`config.mk`:
```
export PLATFORM = sky130hd
export DESIGN_NAME = motion_impact_detector
export DESIGN_NICKNAME = d
export VERILOG_FILES = /design/src/rtl/core/mid_pkg.sv /design/src/rtl/core/motion_impact_detector.sv
export SDC_FILE = /design/constraint.sdc
export NUM_CORES = 2
export LEC_CHECK = 0
export BUFFER_PORTS_ARGS = -buffer_cell sky130_fd_sc_hd__buf_2
export CORE_UTILIZATION = 30
export DETAILED_ROUTE_END_ITERATION = 10
export PLACE_DENSITY = 0.45
export SKIP_CTS_REPAIR_TIMING = 1
export SLEW_MARGIN = 20
export SYNTH_ARGS = -nofsm -noshare
export SYNTH_HDL_FRONTEND = slang
export SYNTH_SLANG_ARGS = --single-unit
export TNS_END_PERCENT = 20
```
`constraint.sdc`:
```
create_clock -name clk -period 8.91 [get_ports clk]
set_clock_uncertainty 0.15 [all_clocks]
set_input_delay 0.891 -clock clk [delete_from_list [all_inputs] [get_ports clk]]
set_output_delay 0.891 -clock clk [all_outputs]
set_load 0.05 [all_outputs]
```
`src/rtl/core/mid_pkg.sv`:
```
// Types, constants and helper functions shared by the motion impact detector.
package mid_pkg;

    // Operation codes carried in the op field of a sample transaction.
    localparam logic OP_SAMPLE = 1'b0;
    localparam logic OP_QUERY  = 1'b1;

    // Impact kinds.
    localparam logic KIND_STAB     = 1'b0;
    localparam logic KIND_ROTATION = 1'b1;

    // Configuration register indexes.
    localparam int CFG_INDEX_W = 3;
    localparam logic [CFG_INDEX_W-1:0] CFG_ACCEL_LIMIT = 3'd0;
    localparam logic [CFG_INDEX_W-1:0] CFG_AXIS_LIMIT  = 3'd1;
    localparam logic [CFG_INDEX_W-1:0] CFG_DROP_LIMIT  = 3'd2;
    localparam logic [CFG_INDEX_W-1:0] CFG_CLASS_LIMIT = 3'd3;
    localparam logic [CFG_INDEX_W-1:0] CFG_COOLDOWN    = 3'd4;
    localparam int CFG_DATA_W = 32;

    // Configuration reset values.
    localparam logic [15:0] RST_ACCEL_LIMIT = 16'd3000;
    localparam logic [15:0] RST_AXIS_LIMIT  = 16'd2500;
    localparam logic [15:0] RST_DROP_LIMIT  = 16'd300;
    localparam logic [15:0] RST_CLASS_LIMIT = 16'd500;
    localparam logic [31:0] RST_COOLDOWN    = 32'd500;

    // Square root unit: first trial bit and index of the last step of each root.
    localparam logic [31:0] ROOT_FIRST_BIT = 32'h4000_0000;
    localparam logic [3:0]  ROOT_LAST_STEP = 4'd15;

    // Squaring pass: six axes plus a final step to drain the product register.
    localparam logic [3:0]  SQ_LAST_STEP = 4'd6;
    localparam int          AXIS_COUNT   = 6;

    // Input transaction payload.
    typedef struct packed {
        logic               op;
        logic [31:0]        time_ms;
        logic signed [15:0] accel_x;
        logic signed [15:0] accel_y;
        logic signed [15:0] accel_z;
        logic signed [15:0] rate_x;
        logic signed [15:0] rate_y;
        logic signed [15:0] rate_z;
    } sample_t;

    // Output transaction payload.
    typedef struct packed {
        logic        impact_now;
        logic        impact_kind;
        logic        flag_value;
        logic [31:0] stab_total;
        logic [31:0] rotation_total;
        logic [15:0] accel_magnitude;
        logic [15:0] peak_axis;
        logic [15:0] rate_magnitude;
        logic [15:0] rate_drop;
    } result_t;

    // Sequencer states.
    typedef enum logic [1:0] {
        ST_IDLE,
        ST_SQUARE,
        ST_ROOT,
        ST_FINISH
    } state_t;

    // Absolute value of a signed 16-bit axis; the most negative code gives 32768.
    function automatic logic [15:0] abs16(input logic signed [15:0] v);
        logic [15:0] neg;
        neg = 16'(~v) + 16'd1;
        return v[15] ? neg : 16'(v);
    endfunction

endpackage

```
`src/rtl/core/motion_impact_detector.sv`:
```
// Motion impact detector: iterative magnitude, drop and trigger logic around one shared datapath.
// A sample passes through the shared 16x16 squaring multiplier, the digit-by-digit square root
// unit (run once for each magnitude) and a finishing state that waits for the output register.
// A query goes straight to the finishing state. One transaction is in work at a time, so a new
// transaction is taken only after the last one has loaded its result.
// Reset (rst_n low, asynchronous) restores the default limits and clears counters and flags.
module motion_impact_detector
    import mid_pkg::*;
(
    input  logic                   clk,
    input  logic                   rst_n,
    input  logic                   cfg_write,
    input  logic [CFG_INDEX_W-1:0] cfg_index,
    input  logic [CFG_DATA_W-1:0]  cfg_data,
    input  logic                   sample_valid,
    output logic                   sample_ready,
    input  sample_t                sample,
    output logic                   result_valid,
    input  logic                   result_ready,
    output result_t                result
);

    // Configuration registers.
    logic [15:0] accel_limit_reg;
    logic [15:0] axis_limit_reg;
    logic [15:0] drop_limit_reg;
    logic [15:0] class_limit_reg;
    logic [31:0] cooldown_reg;

    // Detector state.
    logic [15:0] prev_rmag_reg;
    logic        first_pending_reg;
    logic [31:0] last_time_reg;
    logic        sticky_reg;
    logic [31:0] stab_cnt_reg;
    logic [31:0] rot_cnt_reg;
    logic        last_kind_reg;

    // Sequencer and datapath registers.
    state_t      state_reg;
    state_t      state_next;
    sample_t     item_reg;
    logic [3:0]  step_reg;
    logic [31:0] prod_reg;
    logic [31:0] acc_a_reg;
    logic [31:0] acc_r_reg;
    logic [31:0] rem_reg;
    logic [31:0] root_reg;
    logic [31:0] bit_reg;
    logic        root_sel_reg;
    logic [15:0] amag_reg;
    logic [15:0] rmag_reg;

    // Output register.
    logic        out_valid_reg;
    result_t     out_reg;

    logic        accept;
    logic        out_free;
    logic [15:0] sq_operand;
    logic [31:0] trial;
    logic        trial_ge;
    logic [31:0] rem_next;
    logic [31:0] root_next;
    logic [15:0] abs_ax;
    logic [15:0] abs_ay;
    logic [15:0] abs_az;
    logic [15:0] peak;
    logic [15:0] drop;
    logic [31:0] elapsed;
    logic        seen;
    logic        fire;

    assign sample_ready = (state_reg == ST_IDLE);
    assign accept       = sample_valid && sample_ready;
    assign out_free     = !out_valid_reg || result_ready;
    assign result_valid = out_valid_reg;
    assign result       = out_reg;

    // Configuration write port; unknown indexes are ignored.
    always_ff @(posedge clk or negedge rst_n)
    begin
        if (!rst_n)
        begin
            accel_limit_reg <= RST_ACCEL_LIMIT;
            axis_limit_reg  <= RST_AXIS_LIMIT;
            drop_limit_reg  <= RST_DROP_LIMIT;
            class_limit_reg <= RST_CLASS_LIMIT;
            cooldown_reg    <= RST_COOLDOWN;
        end
        else if (cfg_write)
        begin
            unique case (cfg_index)
                CFG_ACCEL_LIMIT: accel_limit_reg <= cfg_data[15:0];
                CFG_AXIS_LIMIT:  axis_limit_reg  <= cfg_data[15:0];
                CFG_DROP_LIMIT:  drop_limit_reg  <= cfg_data[15:0];
                CFG_CLASS_LIMIT: class_limit_reg <= cfg_data[15:0];
                CFG_COOLDOWN:    cooldown_reg    <= cfg_data;
                default:         ;
            endcase
        end
    end

    // Operand of the shared multiplier, one axis per squaring step.
    always_comb
    begin
        case (step_reg)
            4'd0:    sq_operand = abs16(item_reg.accel_x);
            4'd1:    sq_operand = abs16(item_reg.accel_y);
            4'd2:    sq_operand = abs16(item_reg.accel_z);
            4'd3:    sq_operand = abs16(item_reg.rate_x);
            4'd4:    sq_operand = abs16(item_reg.rate_y);
            4'd5:    sq_operand = abs16(item_reg.rate_z);
            default: sq_operand = 16'd0;
        endcase
    end

    // One step of the digit-by-digit square root.
    always_comb
    begin
        trial     = root_reg + bit_reg;
        trial_ge  = (rem_reg >= trial);
        rem_next  = trial_ge ? (rem_reg - trial) : rem_reg;
        root_next = trial_ge ? ((root_reg >> 1) + bit_reg) : (root_reg >> 1);
    end

    // Peak axis, rotation drop and the trigger decision for the finishing state.
    always_comb
    begin
        abs_ax = abs16(item_reg.accel_x);
        abs_ay = abs16(item_reg.accel_y);
        abs_az = abs16(item_reg.accel_z);
        peak   = abs_ax;
        if (abs_ay > peak)
        begin
            peak = abs_ay;
        end
        if (abs_az > peak)
        begin
            peak = abs_az;
        end
        if (!first_pending_reg && (prev_rmag_reg > rmag_reg))
        begin
            drop = prev_rmag_reg - rmag_reg;
        end
        else
        begin
            drop = 16'd0;
        end
        elapsed = item_reg.time_ms - last_time_reg;
        seen    = (amag_reg > accel_limit_reg) || (peak > axis_limit_reg) ||
                  (drop > drop_limit_reg);
        fire    = seen && (elapsed > cooldown_reg);
    end

    // Sequencer state register.
    always_ff @(posedge clk or negedge rst_n)
    begin
        if (!rst_n)
        begin
            state_reg <= ST_IDLE;
        end
        else
        begin
            state_reg <= state_next;
        end
    end

    // Next state.
    always_comb
    begin
        state_next = state_reg;
        unique case (state_reg)
            ST_IDLE:
            begin
                if (accept)
                begin
                    state_next = (sample.op == OP_QUERY) ? ST_FINISH : ST_SQUARE;
                end
            end
            ST_SQUARE:
            begin
                if (step_reg == SQ_LAST_STEP)
                begin
                    state_next = ST_ROOT;
                end
            end
            ST_ROOT:
            begin
                if (step_reg == ROOT_LAST_STEP && root_sel_reg)
                begin
                    state_next = ST_FINISH;
                end
            end
            ST_FINISH:
            begin
                if (out_free)
                begin
                    state_next = ST_IDLE;
                end
            end
            default: state_next = ST_IDLE;
        endcase
    end

    // Datapath: squaring, accumulation and the two roots.
    always_ff @(posedge clk)
    begin
        case (state_reg)
            ST_IDLE:
            begin
                if (accept)
                begin
                    item_reg  <= sample;
                    step_reg  <= 4'd0;
                    acc_a_reg <= 32'd0;
                    acc_r_reg <= 32'd0;
                end
            end
            ST_SQUARE:
            begin
                prod_reg <= 32'(sq_operand) * 32'(sq_operand);
                if (step_reg >= 4'd1 && step_reg <= 4'd3)
                begin
                    acc_a_reg <= acc_a_reg + prod_reg;
                end
                else if (step_reg >= 4'd4)
                begin
                    acc_r_reg <= acc_r_reg + prod_reg;
                end
                if (step_reg == SQ_LAST_STEP)
                begin
                    step_reg     <= 4'd0;
                    rem_reg      <= acc_a_reg;
                    root_reg     <= 32'd0;
                    bit_reg      <= ROOT_FIRST_BIT;
                    root_sel_reg <= 1'b0;
                end
                else
                begin
                    step_reg <= step_reg + 4'd1;
                end
            end
            ST_ROOT:
            begin
                step_reg <= step_reg + 4'd1;
                if (step_reg == ROOT_LAST_STEP)
                begin
                    if (!root_sel_reg)
                    begin
                        amag_reg     <= root_next[15:0];
                        rem_reg      <= acc_r_reg;
                        root_reg     <= 32'd0;
                        bit_reg      <= ROOT_FIRST_BIT;
                        root_sel_reg <= 1'b1;
                    end
                    else
                    begin
                        rmag_reg <= root_next[15:0];
                    end
                end
                else
                begin
                    rem_reg  <= rem_next;
                    root_reg <= root_next;
                    bit_reg  <= bit_reg >> 2;
                end
            end
            default: ;
        endcase
    end

    // Detector state update and output valid.
    always_ff @(posedge clk or negedge rst_n)
    begin
        if (!rst_n)
        begin
            prev_rmag_reg     <= 16'd0;
            first_pending_reg <= 1'b1;
            last_time_reg     <= 32'd0;
            sticky_reg        <= 1'b0;
            stab_cnt_reg      <= 32'd0;
            rot_cnt_reg       <= 32'd0;
            last_kind_reg     <= KIND_STAB;
            out_valid_reg     <= 1'b0;
        end
        else
        begin
            if (result_ready)
            begin
                out_valid_reg <= 1'b0;
            end
            if (state_reg == ST_FINISH && out_free)
            begin
                out_valid_reg <= 1'b1;
                if (item_reg.op == OP_QUERY)
                begin
                    sticky_reg <= 1'b0;
                end
                else
                begin
                    first_pending_reg <= 1'b0;
                    prev_rmag_reg     <= rmag_reg;
                    if (fire)
                    begin
                        if (rmag_reg >= class_limit_reg)
                        begin
                            rot_cnt_reg   <= rot_cnt_reg + 32'd1;
                            last_kind_reg <= KIND_ROTATION;
                        end
                        else
                        begin
                            stab_cnt_reg  <= stab_cnt_reg + 32'd1;
                            last_kind_reg <= KIND_STAB;
                        end
                        sticky_reg    <= 1'b1;
                        last_time_reg <= item_reg.time_ms;
                    end
                end
            end
        end
    end

    // Output payload register, loaded when the transaction finishes.
    always_ff @(posedge clk)
    begin
        if (state_reg == ST_FINISH && out_free)
        begin
            if (item_reg.op == OP_QUERY)
            begin
                out_reg.impact_now      <= 1'b0;
                out_reg.impact_kind     <= last_kind_reg;
                out_reg.flag_value      <= sticky_reg;
                out_reg.stab_total      <= stab_cnt_reg;
                out_reg.rotation_total  <= rot_cnt_reg;
                out_reg.accel_magnitude <= 16'd0;
                out_reg.peak_axis       <= 16'd0;
                out_reg.rate_magnitude  <= 16'd0;
                out_reg.rate_drop       <= 16'd0;
            end
            else
            begin
                out_reg.impact_now      <= fire;
                out_reg.flag_value      <= fire ? 1'b1 : sticky_reg;
                out_reg.accel_magnitude <= amag_reg;
                out_reg.peak_axis       <= peak;
                out_reg.rate_magnitude  <= rmag_reg;
                out_reg.rate_drop       <= drop;
                if (fire && rmag_reg >= class_limit_reg)
                begin
                    out_reg.impact_kind    <= KIND_ROTATION;
                    out_reg.stab_total     <= stab_cnt_reg;
                    out_reg.rotation_total <= rot_cnt_reg + 32'd1;
                end
                else if (fire)
                begin
                    out_reg.impact_kind    <= KIND_STAB;
                    out_reg.stab_total     <= stab_cnt_reg + 32'd1;
                    out_reg.rotation_total <= rot_cnt_reg;
                end
                else
                begin
                    out_reg.impact_kind    <= last_kind_reg;
                    out_reg.stab_total     <= stab_cnt_reg;
                    out_reg.rotation_total <= rot_cnt_reg;
                end
            end
        end
    end

    // An impact always leaves the sticky flag set in the same result.
    assert property (@(posedge clk) disable iff (!rst_n)
        (result_valid && result.impact_now) |-> result.flag_value)
    else $error("impact reported without sticky flag");

    // The reported kind of a pending result matches the stored last kind.
    assert property (@(posedge clk) disable iff (!rst_n)
        result_valid |-> (result.impact_kind == last_kind_reg))
    else $error("result kind disagrees with stored last kind");

    // Once a transaction is accepted the block stops taking new ones.
    assert property (@(posedge clk) disable iff (!rst_n)
        (sample_valid && sample_ready) |=> !sample_ready)
    else $error("second transaction accepted while one is in work");

    // The root unit only runs after a squaring pass has finished.
    assert property (@(posedge clk) disable iff (!rst_n)
        ($rose(state_reg == ST_ROOT)) |-> ($past(state_reg) == ST_SQUARE))
    else $error("root unit started without a squaring pass");

endmodule

```
Yosys cells after proc, flatten, opt, wreduce, memory -nomap -nowiden --
Cells that the tools add are included.
Storage, ports and cells: memory bits (writable) 0, bits of input ports 169, output and inout port bits 133, memories 0, logic and storage cells 193, flip-flop bits (word level) 703, bits in latches 0, ROM bits 0
Operators by class: multipliers 1, divide/modulo/power cells 0, bitwise gates (word level) 9, add/subtract/negate cells 16, reduce and logical (&&, ||, !) cells 38, shift-type cells 0, equal/unequal tests 24, magnitude comparators 12, multiplexer cells 52
Operator list (count):
- $mux W32 | 15
- $pmux W32 S2 | 5
- $mux W16 | 9
- $mux W130 | 1
- $mux W64 | 2
- $add A16 B1 Y16 const B | 6
- $add A32 B32 Y32 | 3
- $gt A16 B16 Y1 | 6
- $not A16 Y16 | 6
- $pmux W16 S6 | 1
- $add A32 B1 Y32 const B | 2
- $sub A32 B32 Y32 | 2
- $add A31 B32 Y32 | 1
- $ge A32 B32 Y1 | 1
- $gt A32 B32 Y1 | 1
- $mul A16 B16 Y32 | 1
- $reduce_and A4 Y1 | 5
- $reduce_and A3 Y1 | 6
- $ge A16 B16 Y1 | 1
- $reduce_and A2 Y1 | 8
- $sub A16 B16 Y16 | 1
- $ne A2 B2 Y1 const B | 7
- $eq A4 B3 Y1 const B | 3
- $pmux W4 S3 | 1
- other kinds (28) | 58

Logic depth before layout (Yosys ltp) --
depth in word-level cells 14, mapped depth 39

Worst setup path after synthesis --
Ideal clock, no wire load.
path kind register -> register, start register item_reg[83] (netlist bit), end register out_reg, in the netlist result[89], data pin, period minus slack after synthesis 9.042 ns, slack -0.132 ns, data arrival time 8.626 ns, required time 8.494 ns, library setup time 0.266 ns, cell stages (with the launch flop) 37, cells stage by stage edfxtp_1 -> or3_4 -> or4_1 -> or3_4 -> o31ai_4 -> xor2_2 -> ha_1 -> a21o_1 -> a21o_1 -> a21oi_1 -> a31o_1 -> buf_2 -> clkbuf_1 -> nand2_1 -> o21ai_0 -> ha_1 -> nor2b_1 -> o21a_1 -> o21a_1 -> o21a_1 -> o41ai_1 -> clkbuf_1 -> o21ai_0 -> o21ai_0 -> nand2_1 -> ha_1 -> a21o_1 -> a21o_1 -> a21oi_1 -> o21ai_0 -> a2111oi_0 -> a2bb2oi_1 -> a211o_1 -> clkbuf_1 -> buf_1 -> nor3_1 -> xor2_1
On the way: longest elaborated chain between the ends 14
Ends and longest elaborated chain:
- start, declared | RTL line motion_impact_detector.sv:42 | sample_t item_reg;
- start signal, assigned | RTL line motion_impact_detector.sv:214 | item_reg <= sample;
- $not A16 Y16 | RTL line mid_pkg.sv:72 | neg = 16'(~v) + 16'd1;
- $add A16 B1 Y16 | RTL line mid_pkg.sv:72
- $mux W16 * | RTL line mid_pkg.sv:73 | return v[15] ? neg : 16'(v);
- $gt A16 B16 Y1 | RTL line motion_impact_detector.sv:134 | if (abs_ay > peak)
- $mux W16 * | RTL line motion_impact_detector.sv:134
- $gt A16 B16 Y1 | RTL line motion_impact_detector.sv:138 | if (abs_az > peak)
- $mux W16 * | RTL line motion_impact_detector.sv:138
- via peak[9] | RTL line motion_impact_detector.sv:68 | logic [15:0] peak;
- $gt A16 B16 Y1 * | RTL line motion_impact_detector.sv:151 | seen = (amag_reg > accel_limit_reg) || (peak > axis_limit_reg) ||
- $logic_or A1 B1 Y1 * (2 in series) | RTL line motion_impact_detector.sv:151
- $logic_and A1 B1 Y1 * | RTL line motion_impact_detector.sv:153 | fire = seen && (elapsed > cooldown_reg);
- $logic_and A1 B1 Y1 * | RTL line motion_impact_detector.sv:349 | if (fire && rmag_reg >= class_limit_reg)
- $mux W64 * | RTL line motion_impact_detector.sv:349
- $mux W130 * | RTL line motion_impact_detector.sv:329 | if (item_reg.op == OP_QUERY)
- end, declared | RTL line motion_impact_detector.sv:56 | result_t out_reg;
Mark *: on every way through the listed nets, which the timed path passes. The rest lies on a longest branch. A chain may end at the register's enable or synchronous reset.

Final worst setup path --
start register item_reg[19] (netlist bit), end register prod_reg[28], data pin
On the way: longest elaborated chain between the ends 5
Ends and longest elaborated chain:
- $not A16 Y16 | RTL line mid_pkg.sv:72
- $add A16 B1 Y16 | RTL line mid_pkg.sv:72
- $mux W16 * | RTL line mid_pkg.sv:73
- $pmux W16 S6 * | RTL line motion_impact_detector.sv:107 | case (step_reg)
- $mul A16 B16 Y32 * | RTL line motion_impact_detector.sv:222 | prod_reg <= 32'(sq_operand) * 32'(sq_operand);
- end signal, assigned | RTL line motion_impact_detector.sv:222
- end, declared | RTL line motion_impact_detector.sv:44 | logic [31:0] prod_reg;
Every way passes the cells marked *; elsewhere a longest branch is shown, timed or not.

==> impl_metrics.yaml <==
run_status:
  status: "completed"
timing:
  setup_ws_ps: 344.8
  max_slew_margin_pct: 33.61
  finalSetupTns_ps: 0
  worstMarginPinSlew_ps: 993.4
  period_share_pct: 96.13
  drv_slew: 0
  period_needed_ps: 8565
  setup_viol: 0
  hold_viol: 0
  rsz0062_at_grt: "true"
  fmax_mhz: 116.8
final_layout:
  nets: 5922
  final-seq-area_mm2: 0.01957
  largest_reg_flops: 131
  drive_above_1_share_pct: 13.99
  finish.utilization_pct: 35.36
  fillers: 16150
  multi_input_area_mm2: 0.02616
  syn2layout_area_growth_pct: 17.19
min_path:
  hold_path_class: "in2async"
synthesis:
  synth_top_area_share_pct: 29.69
  synth.cell_area_mm2: 0.04773
  synthTopCellsByArea: "edfxtp_1 30%, ha_1 11%, dfrtp_1 9.7%, fa_1 7.0%, xnor2_1 4.5%"
  synthArstFlopShare_pct: 31.20
  synth.ff_latch_count: 686
  netlist_instances: 4769
  synth_ff_type: "edfxtp_1"
  seq_area_frac_synth_pct: 40.99
  avgSynthCellArea_um2: 10.01
  yosys.area.top_type: "edfxtp_1"
  synth_warnings: 0
  synth_edf_count: 472
  ys_types: 94
  syn-num-nets: 5525
place:
  pre_cts_ws_ps: -126.2
  gp_congestion: 0.9085
  hpwl_um: 107100
  port_buffers: 301
die:
  core_mm2: 0.1582
  fp.dieW_um: 400.9
  die_area_mm2: 0.1607
  die_h_um: 400.9
  rows: 146
  start_util_pct: 30.17
  io-pin-count: 302
global_routing:
  first_global_vias: 36330
  grt_pass1_wl_um: 213100
  overflow: 0
  grt_max_degree: 107
  track_usage_pct: 16.92
  antenna_found_initial: 4
detailed_routing:
  routed_wl_um: 136800
  drc: 0
  ant_nets: 0
  wire_per_inst_um: 18.70
  first_pass_iters: 5
  via_per_inst: 4.895
  dr_total_vias: 35810
  drt_iter0_drc: 2159
cts:
  cts_tree: "done"
  clock_sinks: 686
  clkTransAtPathRegs_ps: 60
  cts_max_level: 3
  worstSkewPairLatency_ps: 690
  numCtsBuffers: 85
  clockBufferDepth: 3
  clock-root-buffer: "clkbuf_16"
critical_path:
  criticalPathCategory: "reg2reg"
  critical_path_arrival_ps: 8830
  start_kind: "flop"
  worstSetupStartpoint: "item_reg[19]$_DFFE_PP_"
  worstSetupEndpointType: "flop"
  worstPathRequired_ps: 9170
  rr_startpoint: "item_reg[19]$_DFFE_PP_"
  path_max_fanout: 9
run:
  cap_violations: 0
kinds of logic (layout without fill, tap and decap cells):
logic type	after synthesis	in the layout	synth area share, %
adder cells (fa/ha/maj)	587	587	18.01
AO/OA/AOI/OAI	991	991	13.11
flip-flops	686	686	40.99
other	0	3	0
buffers and inverters	636	1106	5.028
multiplexers	54	54	1.219
XOR/XNOR	381	381	7.022
AND/OR/NAND/NOR	1434	1434	14.62
layout by cell type, fill, tap and decap left out, types with 43 or more instances in the layout:
cell       Yosys  final
a211oi_1      43     43
a21o_1        99     99
a21oi_1      219    215
a31oi_1       55     54
and2_1        78     77
and3_1        64     63
buf_2          5    300
buf_4          1    131
clkbuf_16      0     87
dfrtp_1      185    185
edfxtp_1     472    472
fa_1         167    167
ha_1         420    417
inv_1        496    495
nand2_1      466    465
nand3_1      137    137
nand4_1       68     68
nor2_1       311    306
nor2b_1       71     71
nor3_1        53     51
o21ai_0      318    310
xnor2_1      245    243
xor2_1       134    131
final timing paths:
path / end / slack (ps) / cells after the start
min: last_time_reg[18]$_DFFE_PN0P_ / 130 / 1
min in group clk: item_reg[49]$_DFFE_PP_ / 220 / 1
max: prod_reg[28]$_DFFE_PP_ / 340 / 27
max in group asynchronous: rot_cnt_reg[10]$_DFFE_PN0P_ / 6990 / 2
min reg2reg: sticky_reg$_DFFE_PN0P_ / 320 / 1
max reg2reg: prod_reg[28]$_DFFE_PP_ / 340 / 27
layer usage:
| metal | routed length, µm | track usage (%) | up-vias |
|---|---|---|---|
| met3 | 6505 | 2.528 | 143 |
| met5 | 25 | 0 | - |
| met1 | 62720 | 22.56 | 17390 |
| met2 | 64940 | 28.67 | 684 |
| li1 | - | - | 17580 |
| met4 | 2569 | 4.080 | 4 |
cell type report:
cell class / count / area share [%]
multi-input combinational: 3447 / 46.76
sequential: 686 / 34.98
timing repair buffer: 442 / 4.749
tap: 2072 / 4.635
clock buffer: 106 / 4.109
inverter: 504 / 3.395
clock inverter: 54 / 1.362
antenna: 3 / 0.01342
Yosys cell counts (99+ instances only):
cell and number:
xnor2_1 245, edfxtp_1 472, o21ai_0 318, inv_1 496, a21o_1 99, a21oi_1 219, nor2_1 311, clkbuf_1 118
fa_1 167, ha_1 420, nand2_1 466, nand3_1 137, xor2_1 134, dfrtp_1 185
stage by stage:
step	hold WS (ps)	cell area (µm²)	instances
after global routing	176.1	55930	7311
after CTS	133.3	55600	7301
after global placement	309.6	52530	7141
after detailed placement	313.6	52540	7141
final	131.1	55940	7314
after floorplan	291.0	47740	4769
critical path, stage by stage, from the launching register on:
cell and delay, ps:
edfxtp_1 430, or4_4 550, or4_1 490, o41ai_2 280, xor2_1 270, o22ai_1 130
a2111o_1 540, buf_4 250, inv_1 80, nor2_1 60, fa_1 510, inv_1 80
fa_1 570, fa_1 440, fa_1 510, fa_1 430, fa_1 490, inv_1 40
ha_1 340, a21oi_1 150, o21ai_1 110, a32o_1 240, nor4bb_1 350, o41a_1 290
o21ai_2 100, a21o_1 180, a21oi_1 170, xnor2_1 80
Power is not shown: default switching activity piles up to over one toggle a cycle in this logic, so the estimate is an artifact.
